[src/rtl/ymcrc_pkg.sv]
// shared types, protocol byte codes and crc helper for the ymodem receiver
package ymcrc_pkg;

  localparam logic [7:0] B_SOH = 8'h01;
  localparam logic [7:0] B_STX = 8'h02;
  localparam logic [7:0] B_EOT = 8'h04;
  localparam logic [7:0] B_ACK = 8'h06;
  localparam logic [7:0] B_NAK = 8'h15;
  localparam logic [7:0] B_CAN = 8'h18;
  localparam logic [7:0] B_CR  = 8'h0D;
  localparam logic [7:0] B_C   = 8'h43;

  localparam logic [15:0] CRC_POLY = 16'h1021;

  localparam logic [10:0] SMALL_BLOCK_LEN = 11'd128;
  localparam logic [10:0] LARGE_BLOCK_LEN = 11'd1024;
  localparam logic [10:0] BLOCK0_EXTRA    = 11'd4;
  localparam logic [7:0]  SEQ_PAIR_MASK   = 8'hFF;
  localparam logic [7:0]  FIRST_SEQ       = 8'd1;

  localparam logic MODE_START = 1'b0;
  localparam logic KIND_TX    = 1'b0;
  localparam logic KIND_WRITE = 1'b1;

  localparam int QUEUE_DEPTH = 4;
  localparam int QUEUE_AW    = $clog2(QUEUE_DEPTH);

  typedef enum logic [3:0] {
    PH_IDLE,
    PH_HUNT0,
    PH_BLK0,
    PH_HDR,
    PH_NUM1,
    PH_NUM2,
    PH_DATA,
    PH_CRCH,
    PH_CRCL
  } phase_t;

  typedef enum logic [1:0] {
    ST_NORMAL,
    ST_BAD_BLOCK,
    ST_CRC_ABORT,
    ST_END
  } status_t;

  typedef enum logic [2:0] {
    OP_NONE,
    OP_START,
    OP_C,
    OP_ACK_C,
    OP_ACK,
    OP_NAK,
    OP_END,
    OP_DATA
  } op_t;

  typedef struct packed {
    op_t         op;
    status_t     status;
    logic [7:0]  data;
    logic [31:0] offset;
  } cmd_t;

  function automatic logic [15:0] crc16_byte(input logic [15:0] crc, input logic [7:0] b);
    logic [15:0] c;
    c = crc ^ {b, 8'h00};
    for (int j = 0; j < 8; j++) begin
      c = c[15] ? ((c << 1) ^ CRC_POLY) : (c << 1);
    end
    return c;
  endfunction

endpackage

[src/rtl/ymcrc_front.sv]
// front part: protocol state machine, turns received bytes into commands for the back part
module ymcrc_front import ymcrc_pkg::*; (
  input  logic       clk,
  input  logic       rst,
  input  logic       fire,
  input  logic       mode,
  input  logic [7:0] rx_byte,
  output logic       push,
  output cmd_t       cmd
);

  phase_t      phase, phase_next;
  logic        large_block, large_block_next;
  logic [10:0] byte_count, byte_count_next;
  logic [7:0]  expected_sequence, expected_sequence_next;
  logic [7:0]  block_number_byte, block_number_byte_next;
  logic [15:0] running_crc, running_crc_next;
  logic [7:0]  received_crc_high, received_crc_high_next;
  logic [31:0] write_offset, write_offset_next;
  logic [31:0] cur_offset, cur_offset_next;

  logic [10:0] block_len;
  logic [10:0] count_inc;

  assign block_len = large_block ? LARGE_BLOCK_LEN : SMALL_BLOCK_LEN;
  assign count_inc = byte_count + 11'd1;

  always_ff @(posedge clk) begin
    if (rst) begin
      phase             <= PH_IDLE;
      large_block       <= 1'b0;
      byte_count        <= '0;
      expected_sequence <= '0;
      block_number_byte <= '0;
      running_crc       <= '0;
      received_crc_high <= '0;
      write_offset      <= '0;
      cur_offset        <= '0;
    end else if (fire) begin
      phase             <= phase_next;
      large_block       <= large_block_next;
      byte_count        <= byte_count_next;
      expected_sequence <= expected_sequence_next;
      block_number_byte <= block_number_byte_next;
      running_crc       <= running_crc_next;
      received_crc_high <= received_crc_high_next;
      write_offset      <= write_offset_next;
      cur_offset        <= cur_offset_next;
    end
  end

  always_comb begin
    phase_next             = phase;
    large_block_next       = large_block;
    byte_count_next        = byte_count;
    expected_sequence_next = expected_sequence;
    block_number_byte_next = block_number_byte;
    running_crc_next       = running_crc;
    received_crc_high_next = received_crc_high;
    write_offset_next      = write_offset;
    cur_offset_next        = cur_offset;
    cmd.op     = OP_NONE;
    cmd.status = ST_NORMAL;
    cmd.data   = rx_byte;
    cmd.offset = cur_offset;

    if (mode == MODE_START) begin
      large_block_next       = 1'b0;
      byte_count_next        = '0;
      expected_sequence_next = '0;
      block_number_byte_next = '0;
      running_crc_next       = '0;
      received_crc_high_next = '0;
      write_offset_next      = '0;
      cur_offset_next        = '0;
      phase_next             = PH_HUNT0;
      cmd.op                 = OP_START;
    end else begin
      unique case (phase)
        PH_HUNT0: begin
          if (rx_byte == B_SOH || rx_byte == B_STX) begin
            large_block_next = (rx_byte == B_STX);
            byte_count_next  = '0;
            phase_next       = PH_BLK0;
          end else begin
            cmd.op = OP_C;
          end
        end
        PH_BLK0: begin
          if (count_inc >= block_len + BLOCK0_EXTRA) begin
            byte_count_next        = '0;
            expected_sequence_next = FIRST_SEQ;
            phase_next             = PH_HDR;
            cmd.op                 = OP_ACK_C;
          end else begin
            byte_count_next = count_inc;
          end
        end
        PH_HDR: begin
          priority if (rx_byte == B_SOH || rx_byte == B_STX) begin
            large_block_next = (rx_byte == B_STX);
            phase_next       = PH_NUM1;
          end else if (rx_byte == B_EOT) begin
            cmd.op     = OP_END;
            cmd.status = ST_END;
            phase_next = PH_IDLE;
          end else begin
            phase_next = PH_HDR;
          end
        end
        PH_NUM1: begin
          block_number_byte_next = rx_byte;
          phase_next             = PH_NUM2;
        end
        PH_NUM2: begin
          if ((block_number_byte ^ rx_byte) != SEQ_PAIR_MASK ||
              block_number_byte != expected_sequence) begin
            cmd.op     = OP_NAK;
            cmd.status = ST_BAD_BLOCK;
            phase_next = PH_HDR;
          end else begin
            byte_count_next  = '0;
            running_crc_next = '0;
            cur_offset_next  = write_offset;
            phase_next       = PH_DATA;
          end
        end
        PH_DATA: begin
          cmd.op           = OP_DATA;
          running_crc_next = crc16_byte(running_crc, rx_byte);
          byte_count_next  = count_inc;
          cur_offset_next  = cur_offset + 32'd1;
          if (count_inc >= block_len) begin
            phase_next = PH_CRCH;
          end
        end
        PH_CRCH: begin
          received_crc_high_next = rx_byte;
          phase_next             = PH_CRCL;
        end
        PH_CRCL: begin
          if ({received_crc_high, rx_byte} != running_crc) begin
            cmd.op     = OP_END;
            cmd.status = ST_CRC_ABORT;
            phase_next = PH_IDLE;
          end else begin
            write_offset_next      = write_offset + {21'd0, block_len};
            expected_sequence_next = expected_sequence + 8'd1;
            phase_next             = PH_HDR;
            cmd.op                 = OP_ACK;
          end
        end
        default: begin
          phase_next = phase;
        end
      endcase
    end
  end

  assign push = fire && (cmd.op != OP_NONE);

endmodule

[src/rtl/ymcrc_queue.sv]
// short command queue between front and back parts
module ymcrc_queue import ymcrc_pkg::*; (
  input  logic clk,
  input  logic rst,
  input  logic push,
  input  cmd_t push_data,
  input  logic pop,
  output cmd_t pop_data,
  output logic full,
  output logic empty
);

  cmd_t               mem [QUEUE_DEPTH];
  logic [QUEUE_AW-1:0] wr_ptr;
  logic [QUEUE_AW-1:0] rd_ptr;
  logic [QUEUE_AW:0]   count;

  assign full     = (count == QUEUE_AW'(0) + (QUEUE_AW+1)'(QUEUE_DEPTH));
  assign empty    = (count == '0);
  assign pop_data = mem[rd_ptr];

  always_ff @(posedge clk) begin
    if (push) begin
      mem[wr_ptr] <= push_data;
    end
  end

  always_ff @(posedge clk) begin
    if (rst) begin
      wr_ptr <= '0;
      rd_ptr <= '0;
      count  <= '0;
    end else begin
      if (push) begin
        wr_ptr <= wr_ptr + QUEUE_AW'(1);
      end
      if (pop) begin
        rd_ptr <= rd_ptr + QUEUE_AW'(1);
      end
      unique case ({push, pop})
        2'b10:   count <= count + (QUEUE_AW+1)'(1);
        2'b01:   count <= count - (QUEUE_AW+1)'(1);
        default: count <= count;
      endcase
    end
  end

endmodule

[src/rtl/ymcrc_back.sv]
// back part: expands each command into result items and holds the output register
module ymcrc_back import ymcrc_pkg::*; #(
  parameter int ADDR_WIDTH = 32
) (
  input  logic        clk,
  input  logic        rst,
  input  logic        cfg_write,
  input  logic [31:0] cfg_data,
  input  cmd_t        q_data,
  input  logic        q_empty,
  output logic        q_pop,
  output logic        out_valid,
  input  logic        out_ready,
  output logic        kind,
  output logic [7:0]  byte_value,
  output logic [31:0] write_address,
  output logic [1:0]  status,
  output logic        done_res,
  output logic        last
);

  logic [31:0] base_address;
  cmd_t        cur;
  logic        cur_valid;
  logic [2:0]  idx;
  logic [2:0]  last_idx;
  logic        is_last;
  logic        load;
  logic [7:0]  gen_byte;
  logic [31:0] addr_sum;
  logic [31:0] addr_mask;

  always_comb begin
    for (int i = 0; i < 32; i++) begin
      addr_mask[i] = (i < ADDR_WIDTH);
    end
  end

  assign addr_sum = base_address + cur.offset;

  always_comb begin
    unique case (cur.op)
      OP_START, OP_ACK_C: last_idx = 3'd1;
      OP_END:             last_idx = 3'd4;
      default:            last_idx = 3'd0;
    endcase
  end

  always_comb begin
    unique case (cur.op)
      OP_START: gen_byte = (idx == 3'd0) ? B_CR : B_C;
      OP_C:     gen_byte = B_C;
      OP_ACK_C: gen_byte = (idx == 3'd0) ? B_ACK : B_C;
      OP_ACK:   gen_byte = B_ACK;
      OP_NAK:   gen_byte = B_NAK;
      OP_END:   gen_byte = (idx == 3'd0) ? B_ACK : B_CAN;
      OP_DATA:  gen_byte = cur.data;
      default:  gen_byte = cur.data;
    endcase
  end

  assign is_last = (idx == last_idx);
  assign load    = cur_valid && (!out_valid || out_ready);
  assign q_pop   = !q_empty && (!cur_valid || (load && is_last));

  always_ff @(posedge clk) begin
    if (rst) begin
      base_address <= '0;
    end else if (cfg_write) begin
      base_address <= cfg_data;
    end
  end

  always_ff @(posedge clk) begin
    if (load) begin
      kind          <= (cur.op == OP_DATA) ? KIND_WRITE : KIND_TX;
      byte_value    <= gen_byte;
      write_address <= (cur.op == OP_DATA) ? (addr_sum & addr_mask) : '0;
      status        <= cur.status;
      done_res      <= (cur.op == OP_END);
      last          <= is_last;
    end
    if (q_pop) begin
      cur <= q_data;
    end
  end

  always_ff @(posedge clk) begin
    if (rst) begin
      out_valid <= 1'b0;
      cur_valid <= 1'b0;
      idx       <= '0;
    end else begin
      if (load) begin
        out_valid <= 1'b1;
      end else if (out_ready) begin
        out_valid <= 1'b0;
      end
      if (q_pop) begin
        cur_valid <= 1'b1;
        idx       <= '0;
      end else if (load) begin
        if (is_last) begin
          cur_valid <= 1'b0;
          idx       <= '0;
        end else begin
          idx <= idx + 3'd1;
        end
      end
    end
  end

endmodule

[src/rtl/ymodem_crc_block_receiver_core.sv]
// top level of the ymodem crc block receiver
//
//  channel | direction | signals                                          | handshake
//  in      | input     | mode, rx_byte                                    | in_valid / in_ready
//  out     | output    | kind, byte_value, write_address, status,         | out_valid / out_ready
//          |           | done_res, last                                   |
//  cfg     | input     | cfg_data (base_address)                          | cfg_write
//
// one item is accepted per cycle while the four-entry command queue has room
// each item yields zero to five result items, delivered one per cycle from the back part while out_ready is high
// the front state machine updates in the cycle an item is accepted
// out_ready low stalls the back part only; the front keeps accepting until the queue fills
// synchronous reset, no clearing pass; the block is ready the cycle after reset drops
module ymodem_crc_block_receiver_core import ymcrc_pkg::*; #(
  parameter int ADDR_WIDTH = 32
) (
  input  logic        clk,
  input  logic        rst,
  input  logic        cfg_write,
  input  logic [31:0] cfg_data,
  input  logic        in_valid,
  output logic        in_ready,
  input  logic        mode,
  input  logic [7:0]  rx_byte,
  output logic        out_valid,
  input  logic        out_ready,
  output logic        kind,
  output logic [7:0]  byte_value,
  output logic [31:0] write_address,
  output logic [1:0]  status,
  output logic        done_res,
  output logic        last
);

  logic fire;
  logic push;
  cmd_t push_cmd;
  cmd_t pop_cmd;
  logic pop;
  logic q_full;
  logic q_empty;

  assign in_ready = !q_full;
  assign fire     = in_valid && in_ready;

  ymcrc_front u_front (
    .clk     (clk),
    .rst     (rst),
    .fire    (fire),
    .mode    (mode),
    .rx_byte (rx_byte),
    .push    (push),
    .cmd     (push_cmd)
  );

  ymcrc_queue u_queue (
    .clk       (clk),
    .rst       (rst),
    .push      (push),
    .push_data (push_cmd),
    .pop       (pop),
    .pop_data  (pop_cmd),
    .full      (q_full),
    .empty     (q_empty)
  );

  ymcrc_back #(
    .ADDR_WIDTH (ADDR_WIDTH)
  ) u_back (
    .clk           (clk),
    .rst           (rst),
    .cfg_write     (cfg_write),
    .cfg_data      (cfg_data),
    .q_data        (pop_cmd),
    .q_empty       (q_empty),
    .q_pop         (pop),
    .out_valid     (out_valid),
    .out_ready     (out_ready),
    .kind          (kind),
    .byte_value    (byte_value),
    .write_address (write_address),
    .status        (status),
    .done_res      (done_res),
    .last          (last)
  );

endmodule
[config.mk]
export PLATFORM = sky130hd
export DESIGN_NAME = ymodem_crc_block_receiver_core
export DESIGN_NICKNAME = d
export VERILOG_FILES = /design/src/rtl/ymcrc_pkg.sv /design/src/rtl/ymcrc_front.sv /design/src/rtl/ymcrc_queue.sv /design/src/rtl/ymcrc_back.sv /design/src/rtl/ymodem_crc_block_receiver_core.sv
export SDC_FILE = /design/constraint.sdc
export NUM_CORES = 1
export LEC_CHECK = 0
export BUFFER_PORTS_ARGS = -buffer_cell sky130_fd_sc_hd__buf_4
export CORE_MARGIN = 4
export CORE_UTILIZATION = 25
export CTS_BUF_LIST = sky130_fd_sc_hd__clkbuf_16
export DETAILED_ROUTE_END_ITERATION = 7
export PLACE_DENSITY = 0.36
export SKIP_CTS_REPAIR_TIMING = 1
export SLEW_MARGIN = 20
export SYNTH_ARGS = -nofsm -noshare
export SYNTH_HDL_FRONTEND = slang
export SYNTH_SLANG_ARGS = --single-unit
[constraint.sdc]
create_clock -name clk -period 6.5 [get_ports clk]
set_clock_uncertainty 0.2 [all_clocks]
set_input_delay 0.325 -clock clk [delete_from_list [all_inputs] [get_ports clk]]
set_output_delay 0.325 -clock clk [all_outputs]
set_load 0.005 [all_outputs]
==> flow_summary.toml <==
[global_route]
antenna_found_initial = 0
grt_pass1_vias = 13400
grt_pass1_wl_um = 80000
overflow = 0
grt_max_degree = 54
grt.total_usage_pct = 12.3

[setup_path]
worst-path-stages = 12
worstSetupStartpointType = "flip-flop"
critPathMaxStageDelay_ns = 0.69
r2r_cells = 12
r2r_start = "u_front.byte_count[1]"
worst-path-buf-inv = 2
arrival_ns = 4.61
slowest_stage = "and2_2"
critical_path_peak_fanout = 23
path_delay_family = "simple AND/OR/NAND/NOR gates"
crit_path_end_kind = "flip-flop"
crit_start = "u_front.byte_count[1]"
crit_chain = "nand4_2 -> nor3_1 -> xor2_1 -> inv_1 -> ha_1 -> nand3_1 -> o211ai_1 -> a21oi_1 -> or2_2 -> a41oi_2 -> and2_2 -> buf_4"
worstSetupPathType = "reg -> reg"
crit_required_ns = 6.56

[floorplanning]
initial_utilization_pct = 25.3
die_area_sq_mm = 0.0830
io_pins = 93
fp-row-count = 102
core_sq_mm = 0.0776
die_h_um = 288
die_w_um = 288

[synth]
yosys_warnings = 0
synth_area_sq_mm = 0.0196
async_flop_share_pct = 0
yosys.area_share.xor_xnor_pct = 4.24
synth_top_family_by_area = "simple AND/OR/NAND/NOR gates"
synth-main-ff-cell = "edfxtp_1"
synth_fp_nets = 1778
yosysSeqAreaShare_pct = 57.4
synth_edf_count = 270
syn_avg_cell_area_sq_um = 11.6
synth_compound_area_share_pct = 11.4
synth.area.mux_share_pct = 7.27
synth-simple-area-share_pct = 13.8
synthCells = 1683
synth_cell_types = 79
synth_adder_area_share_pct = 3.20
synth.ff_latch_count = 427

[cts]
insertion_delay_ns = 0.61
clkTransAtPathRegs_ns = 0.05
cts_root_buf = "clkbuf_16"
cts.htree.levels = 2
cts_made_buffers = 53
cts_tree = "yes"
clockBufferDepth = 3
cts_sinks = 427

[detailed_routing]
drc = 0
drt-total-wl_um = 51900
dr.pass1.iters = 4
vias = 13300
via_per_inst = 4.61
drtIter0Drc = 763
wl_per_cell_um = 18.0
postRouteAntennaNets = 0

[place]
dp.cells = 2743
place.port_buffers = 92
hpwl_um = 34900
gp_congestion = 0.775

[sta]
rsz0062_at_grt = "false"
clock.fmax_mhz = 220
hold_viol = 0
period_share_pct = 69.9
relSlewSlack_pct = 29.7
worstMarginPinSlew_ns = 1.05
setup_viol = 0
layout_min_cycle_time_ns = 4.54
finalMaxSlewViolations = 0
fin_tns_setup_ns = 0

[status]
status = "finished clean"

[power]
powerDensity_mw_per_mm2 = 353
leakage_uw = 0.00837
vdd_drop_max_uv = 184

[run]
maxCapViolCount = 0

[hold_path]
hold_path_depth = 3
holdCritPathClass = "in -> reg"
min_from = "cfg_write"

[finish]
multi_input_area_sq_mm = 0.00785
seqCellArea_sq_mm = 0.0113
final_nets = 1899
area_growth_syn_to_layout_pct = 20.4
antenna_cells = 0
drive_gt1_share_pct = 14.4
layout_commonest_cell = "edfxtp_1"
layoutNonFillerInstCount = 2888
most-common-layout-cells = "edfxtp_1, dfxtp_1, nor2_1"
n_fill_cell = 7991
==> per-stage QoR <==
stage / power, uW / area (sq um) / hold WS [ns] / setup slack, ns / util, %
after floorplan: 4780 / 19600 / 0.200 / 2.31 / -
after global placement: 5440 / 21400 / 0.251 / 1.88 / 27.5
after detailed placement: 5440 / 21400 / 0.226 / 1.87 / 27.5
after CTS: 8470 / 23100 / -0.297 / 1.85 / 29.8
after global routing: 8820 / 23600 / 0.102 / 1.51 / 30.4
final: 8330 / 23600 / 0.0997 / 1.96 / 30.4
==> registers in the layout, summed over array words and instances, names as in the netlist, 4 cells and up <==
name	flops
u_queue.mem	180
u_back.cur	45
u_back.base_address	32
u_back.write_address	32
u_front.cur_offset	32
u_front.write_offset	25
u_front.running_crc	16
u_front.byte_count	11
u_back.byte_value	8
u_front.block_number_byte	8
u_front.expected_sequence	8
u_front.received_crc_high	8
u_front.phase	4
==> path summary, 6_finish.rpt <==
check,to,slack (ns)
worst max-delay path,u_queue.mem[3][43],1.96
worst min-delay path,u_back.base_address[1],0.1
worst max register to register,u_queue.mem[3][43],1.96
worst min register to register,u_back.status[0],0.23
==> report_power, final <==
part	total [uW]	switching (uW)	internal, uW
Sequential	3610	241	3370
Clock	2950	1170	1780
Combinational	1770	996	775
Total	8330	2410	5920
==> cell families after synthesis <==
logic type,count (synthesis)
mux,86
xor+xnor,95
fa+ha+maj,49
simple gates,551
flops,427
buf+inv,128
compound gates,347
==> metal layers <==
layer | share of wire, % | track usage [%] | vias to the layer above
met4 | 2.7 | 4.08 | 0
met2 | 46 | 19.8 | 189
met3 | 3.4 | 2.13 | 89
met1 | 48 | 16.7 | 6491
met5 | 0 | 0 | -
li1 | - | - | 6543
==> cells in the mapped netlist (all sizes together), types with 14 or more instances <==
cell type / count / area (sq um)
inv: 39 / 146
nand4: 24 / 156
xnor2: 44 / 385
dfxtp: 157 / 3140
mux4: 45 / 1010
a21o: 19 / 143
edfxtp: 270 / 8110
nor2: 148 / 556
or3: 20 / 125
nor2b: 14 / 87.6
buf: 28 / 141
nor3b: 18 / 135
and2: 15 / 93.8
a211oi: 20 / 150
and3: 22 / 138
nand2: 145 / 544
nand3: 50 / 255
a21oi: 114 / 571
ha: 47 / 588
nor3: 44 / 230
clkbuf: 61 / 230
mux2i: 40 / 400
xor2: 51 / 447
o21ai: 76 / 380
==> worst min-delay path, stage by stage <==
cell and delay (ns):
buf_4 0.26, mux2i_1 0.19, nor2_1 0.07
==> layout make-up <==
| cell class | count | area share (%) |
|---|---|---|
| inverters | 39 | 0.620 |
| well taps | 1040 | 5.51 |
| clock buffers | 54 | 5.73 |
| multi-input cells | 1128 | 33.3 |
| flip-flops and latches | 427 | 47.7 |
| clock inverters | 45 | 1.71 |
| repair buffers | 155 | 5.49 |
Power figures use the tool's default switching activity.
